<file path="config.mk">
export PLATFORM = sky130hd
export DESIGN_NAME = sensor_telemetry_ascii_framer
export DESIGN_NICKNAME = d
export VERILOG_FILES = /design/src/sv/stf_pkg.sv /design/src/sv/stf_front.sv /design/src/sv/stf_queue.sv /design/src/sv/stf_back.sv /design/src/sv/sensor_telemetry_ascii_framer.sv
export SDC_FILE = /design/constraint.sdc
export NUM_CORES = 1
export LEC_CHECK = 0
export BUFFER_PORTS_ARGS = -buffer_cell sky130_fd_sc_hd__buf_4
export CORE_ASPECT_RATIO = 0.5
export CORE_MARGIN = 2
export CORE_UTILIZATION = 59
export DETAILED_ROUTE_END_ITERATION = 6
export HOLD_SLACK_MARGIN = 0.1
export PLACE_DENSITY = 0.73
export RECOVER_POWER = 50
export SYNTH_ARGS = -nofsm -noshare
export SYNTH_HDL_FRONTEND = slang
export SYNTH_SLANG_ARGS = --single-unit
</file>
<file path="constraint.sdc">
create_clock -name clk -period 18.3 [get_ports clk]
set_input_delay 0 -clock clk [delete_from_list [all_inputs] [get_ports clk]]
set_output_delay 0 -clock clk [all_outputs]
set_load 0.03 [all_outputs]
</file>
<file path="src/sv/stf_pkg.sv">
// ----------------------------------------------------------------------------
// stf_pkg
// Shared types, character codes and digit helpers for the telemetry framer.
// ----------------------------------------------------------------------------
package stf_pkg;

  // Queue depth between the front pipeline and the character serializer
  localparam int STF_QUEUE_DEPTH = 4;

  // Frame geometry
  localparam int FRAME_LEN = 20;
  localparam int POS_W     = 5;
  localparam logic [POS_W-1:0] POS_LAST = POS_W'(FRAME_LEN - 1);

  // ASCII codes used in the frame
  localparam logic [6:0] CH_ZERO  = 7'h30;
  localparam logic [6:0] CH_OPEN  = 7'h28;
  localparam logic [6:0] CH_CLOSE = 7'h29;
  localparam logic [6:0] CH_COMMA = 7'h2C;
  localparam logic [6:0] CH_POINT = 7'h2E;
  localparam logic [6:0] CH_PLUS  = 7'h2B;
  localparam logic [6:0] CH_MINUS = 7'h2D;
  localparam logic [6:0] CH_CR    = 7'h0D;

  // Temperature conversion constants
  localparam logic [7:0]  TEMP_ZERO      = 8'd68;
  localparam logic [14:0] TEMP_POS_SCALE = 15'd150;
  localparam logic [14:0] TEMP_NEG_SCALE = 15'd55;
  localparam logic [7:0]  TEMP_NEG_BIAS  = 8'd55;
  // Reciprocals: x/187 = (x*22430)>>22 for x <= 28050, x/68 = (x*964)>>16 for x < 3740
  localparam logic [29:0] RECIP_187 = 30'd22430;
  localparam logic [29:0] RECIP_68  = 30'd964;
  // adc/51 = (adc*161)>>13 for adc <= 255
  localparam logic [15:0] RECIP_51  = 16'd161;
  localparam logic [7:0]  VOLT_DIV  = 8'd51;

  // One decoded frame: all digits in BCD plus the temperature sign
  typedef struct packed {
    logic [3:0]      volt_int;
    logic [3:0]      volt_d1;
    logic [3:0]      volt_d2;
    logic [2:0][3:0] cnt_dig;   // [2] hundreds, [1] tens, [0] ones
    logic            temp_neg;
    logic [2:0][3:0] temp_dig;  // [2] hundreds, [1] tens, [0] ones
  } stf_frame_t;

  // Quotient by ten for values below 100
  function automatic logic [3:0] div10(input logic [6:0] x);
    logic [14:0] p;
    p = 15'(x) * 15'd205;
    return p[14:11];
  endfunction

  // Split an 8-bit value into hundreds, tens and ones
  function automatic logic [2:0][3:0] three_digits(input logic [7:0] v);
    logic [13:0]     ph;
    logic [1:0]      h;
    logic [6:0]      r;
    logic [3:0]      t;
    logic [2:0][3:0] d;
    ph   = 14'(v) * 14'd41;
    h    = ph[13:12];
    r    = 7'(v - 8'(h) * 8'd100);
    t    = div10(r);
    d[2] = {2'b00, h};
    d[1] = t;
    d[0] = 4'(r - 7'(t) * 7'd10);
    return d;
  endfunction

  // Digit to ASCII
  function automatic logic [6:0] to_ascii(input logic [3:0] d);
    return CH_ZERO + 7'(d);
  endfunction

endpackage

</file>
<file path="src/sv/stf_front.sv">
// ----------------------------------------------------------------------------
// stf_front
// Two-stage front pipeline: scales the readings and splits them into digits.
// ----------------------------------------------------------------------------
module stf_front
  import stf_pkg::*;
(
  input  logic       clk,
  input  logic       rst,
  input  logic       accept,
  input  logic [7:0] adc_code,
  input  logic [7:0] event_count,
  input  logic [7:0] temp_code,
  output logic       push,
  output stf_frame_t push_data,
  output logic [1:0] inflight
);

  // Stage 1 registers
  logic        v1;
  logic [7:0]  s1_adc;
  logic [7:0]  s1_cnt;
  logic        s1_neg;
  logic [14:0] s1_num;

  // Stage 2 registers
  logic        v2;
  logic [7:0]  s2_adc;
  logic [7:0]  s2_cnt;
  logic        s2_neg;
  logic [7:0]  s2_mag;
  logic [2:0]  s2_vi;

  logic        neg;
  logic [14:0] num;
  logic [29:0] p_pos;
  logic [29:0] p_neg;
  logic [15:0] p_adc;
  logic [7:0]  mag;
  logic [5:0]  vr;
  logic [3:0]  vd1;

  // Form the temperature numerator for either branch
  always_comb begin
    neg = (temp_code < TEMP_ZERO);
    if (neg) begin
      num = 15'(temp_code) * TEMP_NEG_SCALE;
    end else begin
      num = 15'(temp_code - TEMP_ZERO) * TEMP_POS_SCALE;
    end
  end

  // Divide by constants through reciprocal multiplies
  always_comb begin
    p_pos = 30'(s1_num) * RECIP_187;
    p_neg = 30'(s1_num) * RECIP_68;
    p_adc = 16'(s1_adc) * RECIP_51;
    if (s1_neg) begin
      mag = TEMP_NEG_BIAS - p_neg[23:16];
    end else begin
      mag = p_pos[29:22];
    end
  end

  // Split everything into BCD digits for the queue
  always_comb begin
    vr  = 6'(s2_adc - 8'(s2_vi) * VOLT_DIV);
    vd1 = div10(7'(vr));
    push_data.volt_int = 4'(s2_vi);
    push_data.volt_d1  = vd1;
    push_data.volt_d2  = 4'(vr - 6'(vd1) * 6'd10);
    push_data.cnt_dig  = three_digits(s2_cnt);
    push_data.temp_neg = s2_neg;
    push_data.temp_dig = three_digits(s2_mag);
  end

  assign push     = v2;
  assign inflight = {1'b0, v1} + {1'b0, v2};

  // Advance the pipeline valids
  always_ff @(posedge clk) begin
    if (rst) begin
      v1 <= 1'b0;
      v2 <= 1'b0;
    end else begin
      v1 <= accept;
      v2 <= v1;
    end
  end

  // Hold stage payloads
  always_ff @(posedge clk) begin
    s1_adc <= adc_code;
    s1_cnt <= event_count;
    s1_neg <= neg;
    s1_num <= num;
    s2_adc <= s1_adc;
    s2_cnt <= s1_cnt;
    s2_neg <= s1_neg;
    s2_mag <= mag;
    s2_vi  <= p_adc[15:13];
  end

endmodule

</file>
<file path="src/sv/stf_queue.sv">
// ----------------------------------------------------------------------------
// stf_queue
// Small register FIFO of decoded frames between front and serializer.
// ----------------------------------------------------------------------------
module stf_queue
  import stf_pkg::*;
#(
  parameter int DEPTH = STF_QUEUE_DEPTH,
  localparam int PTR_W = $clog2(DEPTH),
  localparam int CNT_W = $clog2(DEPTH + 1)
) (
  input  logic             clk,
  input  logic             rst,
  input  logic             push,
  input  stf_frame_t       push_data,
  input  logic             pop,
  output stf_frame_t       head,
  output logic             empty,
  output logic [CNT_W-1:0] count
);

  stf_frame_t       mem [DEPTH];
  logic [PTR_W-1:0] wr_ptr;
  logic [PTR_W-1:0] rd_ptr;

  assign head  = mem[rd_ptr];
  assign empty = (count == '0);

  // Advance pointers and occupancy
  always_ff @(posedge clk) begin
    if (rst) begin
      wr_ptr <= '0;
      rd_ptr <= '0;
      count  <= '0;
    end else begin
      if (push) begin
        wr_ptr <= (wr_ptr == PTR_W'(DEPTH - 1)) ? '0 : wr_ptr + 1'b1;
      end
      if (pop) begin
        rd_ptr <= (rd_ptr == PTR_W'(DEPTH - 1)) ? '0 : rd_ptr + 1'b1;
      end
      if (push && !pop) begin
        count <= count + 1'b1;
      end else if (pop && !push) begin
        count <= count - 1'b1;
      end
    end
  end

  // Write the entry
  always_ff @(posedge clk) begin
    if (push) begin
      mem[wr_ptr] <= push_data;
    end
  end

endmodule

</file>
<file path="src/sv/stf_back.sv">
// ----------------------------------------------------------------------------
// stf_back
// Character serializer: emits one frame character per cycle from a queued entry.
// ----------------------------------------------------------------------------
module stf_back
  import stf_pkg::*;
(
  input  logic       clk,
  input  logic       rst,
  input  stf_frame_t head,
  input  logic       empty,
  output logic       pop,
  output logic       strobe,
  output logic [6:0] ascii_char,
  output logic       frame_end
);

  stf_frame_t       cur;
  logic             active;
  logic [POS_W-1:0] idx;
  logic [6:0]       ch;

  // Load the next frame when idle or on the last character
  assign pop = !empty && (!active || (idx == POS_LAST));

  // Select the character at the current position
  always_comb begin
    case (idx)
      5'd0:    ch = CH_OPEN;
      5'd1:    ch = to_ascii(cur.volt_int);
      5'd2:    ch = CH_POINT;
      5'd3:    ch = to_ascii(cur.volt_d1);
      5'd4:    ch = to_ascii(cur.volt_d2);
      5'd5:    ch = CH_CLOSE;
      5'd6:    ch = CH_COMMA;
      5'd7:    ch = CH_OPEN;
      5'd8:    ch = to_ascii(cur.cnt_dig[2]);
      5'd9:    ch = to_ascii(cur.cnt_dig[1]);
      5'd10:   ch = to_ascii(cur.cnt_dig[0]);
      5'd11:   ch = CH_CLOSE;
      5'd12:   ch = CH_COMMA;
      5'd13:   ch = CH_OPEN;
      5'd14:   ch = cur.temp_neg ? CH_MINUS : CH_PLUS;
      5'd15:   ch = to_ascii(cur.temp_dig[2]);
      5'd16:   ch = to_ascii(cur.temp_dig[1]);
      5'd17:   ch = to_ascii(cur.temp_dig[0]);
      5'd18:   ch = CH_CLOSE;
      default: ch = CH_CR;
    endcase
  end

  // Advance the position and the output strobe
  always_ff @(posedge clk) begin
    if (rst) begin
      active <= 1'b0;
      idx    <= '0;
      strobe <= 1'b0;
    end else begin
      strobe <= active;
      if (pop) begin
        active <= 1'b1;
        idx    <= '0;
      end else if (active) begin
        if (idx == POS_LAST) begin
          active <= 1'b0;
        end else begin
          idx <= idx + 1'b1;
        end
      end
    end
  end

  // Hold the frame and the output character
  always_ff @(posedge clk) begin
    if (pop) begin
      cur <= head;
    end
    ascii_char <= ch;
    frame_end  <= (idx == POS_LAST);
  end

endmodule

</file>
<file path="src/sv/sensor_telemetry_ascii_framer.sv">
// ----------------------------------------------------------------------------
// sensor_telemetry_ascii_framer
// Turns each reading triple into the 20-character ASCII telemetry frame.
// ----------------------------------------------------------------------------
// A reading passes both front stages, the frame queue, the serializer's frame
// register and its output register before its first character is strobed.
// Characters of one frame leave on consecutive cycles; results cannot stall.
// Start is taken on consecutive cycles until the frame queue fills.
// Reset clears the pipeline valids, the queue and the serializer.
module sensor_telemetry_ascii_framer
  import stf_pkg::*;
#(
  parameter int QUEUE_DEPTH = STF_QUEUE_DEPTH,
  localparam int CNT_W = $clog2(QUEUE_DEPTH + 1)
) (
  input  logic       clk,
  input  logic       rst,
  input  logic       start,
  output logic       busy,
  input  logic [7:0] adc_code,
  input  logic [7:0] event_count,
  input  logic [7:0] temp_code,
  output logic       strobe,
  output logic [6:0] ascii_char,
  output logic       frame_end
);

  logic             accept;
  logic             push;
  stf_frame_t       push_data;
  logic [1:0]       inflight;
  stf_frame_t       head;
  logic             empty;
  logic             pop;
  logic [CNT_W-1:0] q_count;
  logic [CNT_W:0]   occ;

  // Stall the input once queued plus in-flight transactions fill the queue
  assign occ    = {1'b0, q_count} + (CNT_W + 1)'(inflight);
  assign busy   = (occ >= (CNT_W + 1)'(QUEUE_DEPTH));
  assign accept = start && !busy;

  stf_front u_front (
    .clk         (clk),
    .rst         (rst),
    .accept      (accept),
    .adc_code    (adc_code),
    .event_count (event_count),
    .temp_code   (temp_code),
    .push        (push),
    .push_data   (push_data),
    .inflight    (inflight)
  );

  stf_queue #(
    .DEPTH (QUEUE_DEPTH)
  ) u_queue (
    .clk       (clk),
    .rst       (rst),
    .push      (push),
    .push_data (push_data),
    .pop       (pop),
    .head      (head),
    .empty     (empty),
    .count     (q_count)
  );

  stf_back u_back (
    .clk        (clk),
    .rst        (rst),
    .head       (head),
    .empty      (empty),
    .pop        (pop),
    .strobe     (strobe),
    .ascii_char (ascii_char),
    .frame_end  (frame_end)
  );

endmodule
</file>
==> run metrics, run 1 <==
First DRT Iteration DRCs=just under 500; Crit Path Max Fanout=6; # IOs=37; Hold Path Depth=2; mapped cell area=0.02057 mm²; number of flops mapped to enable cells by yosys=155; root buffer cell=clkbuf_16; Clock Pin Slew Worst Setup and Hold Paths=0.07 ns; via count=12,210; Die Ht=136.0 µm; post-synthesis sequential area ratio=0.3050; GRT Util Overall=0.2128; post-route ant nets=0; FFs w/ async S/R, synth=0; initial core utilization=0.5979; dominant synthesized flop cell=edfxtp_1; critical path type=reg2reg; crit path launch type=flop; Rows=48; failing checks=capacitance limit, slew limit; worst path required time=18.61 ns; CP dominant cell by count=ha_1; Worst path slowest cell=a2111oi_0; CTS Buf Count=23; core box area=0.03441 mm²; ratio of final minimum period to clock period=0.5165; Synth area leaders=ha_1 26%, edfxtp_1 23%, fa_1 19%, dfxtp_1 7.9%, inv_1 6.0%; Mapped Nets=2,364; skew final=between 0.015 and 0.02 ns; r2r startpoint=u_front.s2_cnt[1]; DRT Pass-1 Iters=4; cts repair resizes=0; H-tree levels=1; Worst R2R Path Depth=35; DR vias/cell=about 5.3; CP max stage delay=0.73 ns; final setup vio count=0; max-cap viol count=4; share of cells above drive strength 1=0.06572; Sink Count=around 240; Synth cell types=63; Pins Over Slew Limit=131; Ant. Diodes=0; nets@finish=about 2,400; largest net degree at the start of global routing=35; Worst Tran Pin Value=2.789 ns; Hold WC Path Type=in2reg; final wirelength=35,870 µm; Final min period=9.451 ns; CTS tree=done; DRC=0; fmax=~0.11 GHz; die area=0.03647 mm²; top post-synthesis cells by count=420 x ha_1, 331 x inv_1, 191 x fa_1, 155 x edfxtp_1, 81 x dfxtp_1; CP Data Arrival Time=around 9.8 ns; first-pass GRT wire length=~62,000 µm; Filler cells=2,655; vias in the first global route=approximately 13,000; PortBufs=35; HP Start=event_count[5]; HPWL reported at the end of detailed placement=27,730 µm; Clk Latency, worst-skew pair=0.54 ns; synth-to-layout area growth=9.268%; RSZ-0062 raised after global routing=false; Mapped Cells=1,726; DIE WIDTH=268.1 µm; reg-to-reg endpoint=u_queue.mem[3][14]; Yosys reg bits=236; Final GP Congestion=0.8926; syn avg cell area=11.92 µm²; relative slew slack=-0.8591; hold endpoint=u_front.s1_cnt[5]; YS warnings=0; Yosys top cell by area=ha_1; R2R setup slack=8.85 ns; most numerous cell in the Yosys netlist=ha_1; Crit. End Element=flop; routed len/inst=~16 µm; run status=complete, but fails checks; Final Hold Fails=0; Setup TNS=0 ns; grt ovf=0; initial antenna violation count=0; top cell type's share of synthesized area=0.2554; Longest Clk Path Bufs=3
-- logic make-up (layout without fill, tap and decap cells) --
group	count (synthesis)	after routing	share of synthesized area
adder cells (fa/ha/maj)	611	611	0.4413
buffers and inverters	355	455	0.06495
flip-flops	236	236	0.3050
AO/OA/AOI/OAI	194	194	0.06051
AND/OR/NAND/NOR	182	182	0.04318
XOR/XNOR	97	97	0.04129
multiplexers	50	50	0.04360
other	1	1	0.0001823
-- registers in the layout (all words and copies together), names as in the netlist --
register,cells
u_back.cur,31
u_back.idx,5
u_front.s2_cnt,8
u_front.s1_num,15
u_front.s1_neg,1
u_front.s2_adc,6
u_queue.mem,124
u_front.v1,1
u_back.ascii_char,6
u_queue.count,3
u_back.frame_end,1
u_queue.wr_ptr,2
u_front.s2_mag,8
u_front.s1_cnt,8
u_front.push,1
u_queue.rd_ptr,2
u_front.s1_adc,8
u_front.s2_vi,3
u_back.strobe,1
u_back.active,1
u_front.s2_neg,1
-- how the worst max path moves through the flow --
stage	start	to	slack, ns	cells past startpoint
after floorplan	u_front.s2_cnt[1]	u_queue.mem[0][14]	9.83	35
after global placement	u_front.s2_cnt[1]	u_queue.mem[0][14]	9.20	35
after detailed placement	u_front.s2_cnt[1]	u_queue.mem[0][14]	8.92	35
after CTS	u_front.s2_cnt[1]	u_queue.mem[3][14]	8.86	35
after global routing	u_front.s2_cnt[1]	u_queue.mem[3][14]	8.20	35
final	u_front.s2_cnt[1]	u_queue.mem[3][14]	8.85	35
-- stage by stage --
stage | hold slack [ns] | instances | utilization | worst slack [ns] | instance area (µm²)
after floorplan | 0.02772 | 1726 | - | 9.826 | 20570
after global placement | 0.1043 | 2224 | 0.6226 | 9.203 | 21430
after detailed placement | 0.1056 | 2224 | 0.6226 | 8.924 | 21430
after CTS | 0.1012 | 2301 | 0.6549 | 8.855 | 22540
after global routing | 0.1170 | 2301 | 0.6533 | 8.200 | 22480
final | 0.1405 | 2301 | 0.6533 | 8.849 | 22480
-- layer usage --
metal	vias to the layer above	GRT usage	wire (µm)
li1	6044	-	-
met4	0	0.04624	607
met2	167	0.3653	17290
met5	-	0	0
met1	5954	0.2912	16760
met3	48	0.02771	1213
-- worst max-delay path: cells and delay by family, from the launching register on --
kind,cells,cell delay [ns]
buffers and inverters,3,0.25
and+or+nand+nor,2,0.37
AOI/OAI and AO/OA,11,2.17
xor gates and xnor gates,7,1.61
adders and majority gates,12,4.34
DFF,1,0.47
-- repair_timing --
action / CTS / global route
endpoints found under the hold margin: 35 / 0
hold buffers: 35 / 0
buffers inserted: 0 / 0
-- cell type report --
class                      instances  area (µm²)  area share
multi-input combinational       1135       12960      0.5766
sequential                       236        6276      0.2792
inverter                         332        1246     0.05543
clock buffer                      28       645.6     0.02872
tap                              475       594.3     0.02644
timing repair buffer              81       643.1     0.02861
clock inverter                    14       113.9    0.005065
-- cells in the final DEF (no fill, tap or decap), drive strengths merged, types with 29 or more instances in the layout --
cell type,netlist,routed
nor2,52,52
a21oi,65,65
dlygate4sd3,0,35
ha,420,420
fa,191,191
o21ai,37,37
edfxtp,155,155
xnor2,68,68
dfxtp,81,81
xor2,29,29
clkbuf,14,58
mux4,31,31
nand2,43,43
inv,332,338
Power of run 1 is not shown: default switching activity piles up to over one toggle a cycle in this logic, so the estimate is an artifact.
==> run 2, diff against run 1 <==
==> constraint.sdc (replaced) <==
create_clock -name clk -period 9.05 [get_ports clk]
set_input_delay 0 -clock clk [delete_from_list [all_inputs] [get_ports clk]]
set_output_delay 0 -clock clk [all_outputs]
set_load 0.03 [all_outputs]
==> run 2 against run 1 <==
  * Highest routed layer unchanged
  * Clock-buffer cell count up 3
  * Utilization increased by 0.33 points
  * Largest cell class unchanged
  * The flow still finishes with violations (capacitance limit, slew limit)
  * Die area unchanged
==> run metrics, run 2 (same netlist as run 1, synthesis figures left out) <==
Die Ht=136.0 µm; Final GP Congestion=0.8785; Setup crit start=u_front.s2_cnt[3]; post-route cell area=0.02259 mm²; routed len/inst=between 15 and 20 µm; final wirelength=36,980 µm; DR vias/cell=5.301; largest net degree at the start of global routing=35; HP Start=event_count[5]; Worst path slowest cell=fa_1; Rows=48; core box area=0.03441 mm²; R2R setup slack=0.46 ns; CTS tree=done; first-pass GRT wire length=63,070 µm; Clock Pin Slew Worst Setup and Hold Paths=0.07 ns; most frequent cells in the layout=420 x ha_1, 332 x inv_1, 191 x fa_1; failing checks=capacitance limit, slew limit; PortBufs=35; commonest non-fill, non-tap cell in the layout=ha_1; run status=complete, but fails checks; vias in the first global route=12,800; Hold WC Path Type=in2reg; # IOs=37; die area=0.03647 mm²; r2r startpoint=u_front.s2_cnt[3]; grt ovf=0; First DRT Iteration DRCs=about 470; DRT Pass-1 Iters=7; GRT Util Overall=0.2184; relative slew slack=-0.9113; Sink Count=236; Hold Path Depth=2; worst path required time=9.32 ns; max-cap viol count=3; Cell Area, Placed=0.02144 mm²; skew final=0.02024 ns; via count=around 12,000; nets@finish=2,454; critical path type=reg2reg; HPWL reported at the end of detailed placement=roughly 29,000 µm; H-tree levels=1; final setup vio count=0; Setup crit end=u_queue.mem[2][14]; Final min period=8.586 ns; CTS Buf Count=23; root buffer cell=clkbuf_16; Crit. End Element=flop; Pins Over Slew Limit=99; share of cells above drive strength 1=0.07092; post-route ant nets=0; largest register by flop count=u_queue.mem; ratio of final minimum period to clock period=0.9488; top flop regs=u_queue.mem x124, u_back.cur x31, u_front.s1_num x15; DRC=0; Longest Clk Path Bufs=3; Crit Path Max Fanout=6; crit path launch type=flop; CP max stage delay=0.51 ns; CP dominant cell by count=ha_1; worst hold margin=0.1489 ns; fmax=0.1165 GHz; Worst Tran Pin Value=2.867 ns; Clk Latency, worst-skew pair=0.55 ns; initial core utilization=0.5979; initial antenna violation count=0; fin util=0.6566; max reg flops=124; Final Hold Fails=0; Worst R2R Path Depth=36; Ant. Diodes=0; reg-to-reg endpoint=u_queue.mem[2][14]; DIE WIDTH=268.1 µm; synth-to-layout area growth=9.815%; CP Data Arrival Time=8.86 ns
==> run 2: area by class of cell <==
type / instances / area [µm²]
multi-input cells: 1135 / 13030
repair buffers: 88 / 705.7
well taps: 475 / 594.3
inverters: 332 / 1246
clock buffers: 31 / 658.1
clock inverters: 11 / 86.33
flip-flops and latches: 236 / 6279
fillers: 2598 / 11820
==> run 2: worst max-delay path: cells and delay by family (launching register included) <==
kind	cells	cell delay (ns)
xor+xnor	7	1.26
flops	1	0.43
simple gates	3	0.30
fa+ha+maj	12	4.30
buf+inv	3	0.20
compound gates	11	1.82
==> run 2: through the flow <==
stage	worst slack, ns	setup TNS (ns)	instances
6_report	0.4637	0	2308
4_1_cts	0.02346	0	2307
5_1_grt	-0.01208	-0.03739	2308
3_5_place_dp	-0.1162	-0.4646	2226
3_3_place_gp	0.3027	0	2226
2_1_floorplan	0.5760	0	1726
==> run 2: what timing repair did <==
action                                 4_1_cts  5_1_grt
setup endpoints to repair                    4       16
pin swaps                                    0        1
endpoints found under the hold margin       36        0
resized for setup                            1       12
hold buffers                                39        0
setup buffers                                0        1
==> run 2: how the worst min path moves through the flow <==
stage | to | slack [ns]
finish | u_front.s1_cnt[5] | 0.15
global placement | u_front.s1_cnt[1] | 0.10
floorplan | u_front.s1_adc[0] | 0.03
detailed placement | u_front.s1_adc[3] | 0.11
CTS | u_front.s1_cnt[5] | 0.10
global route | u_front.s1_cnt[5] | 0.14
==> run 2: metal layers <==
metal	vias up	share of wire	track usage
met5	-	0	0
met4	0	0.014	0.04655
met3	41	0.033	0.03007
met2	168	0.49	0.3755
met1	5967	0.47	0.2979
li1	6059	-	-
Power of run 2 is left out for the same reason.
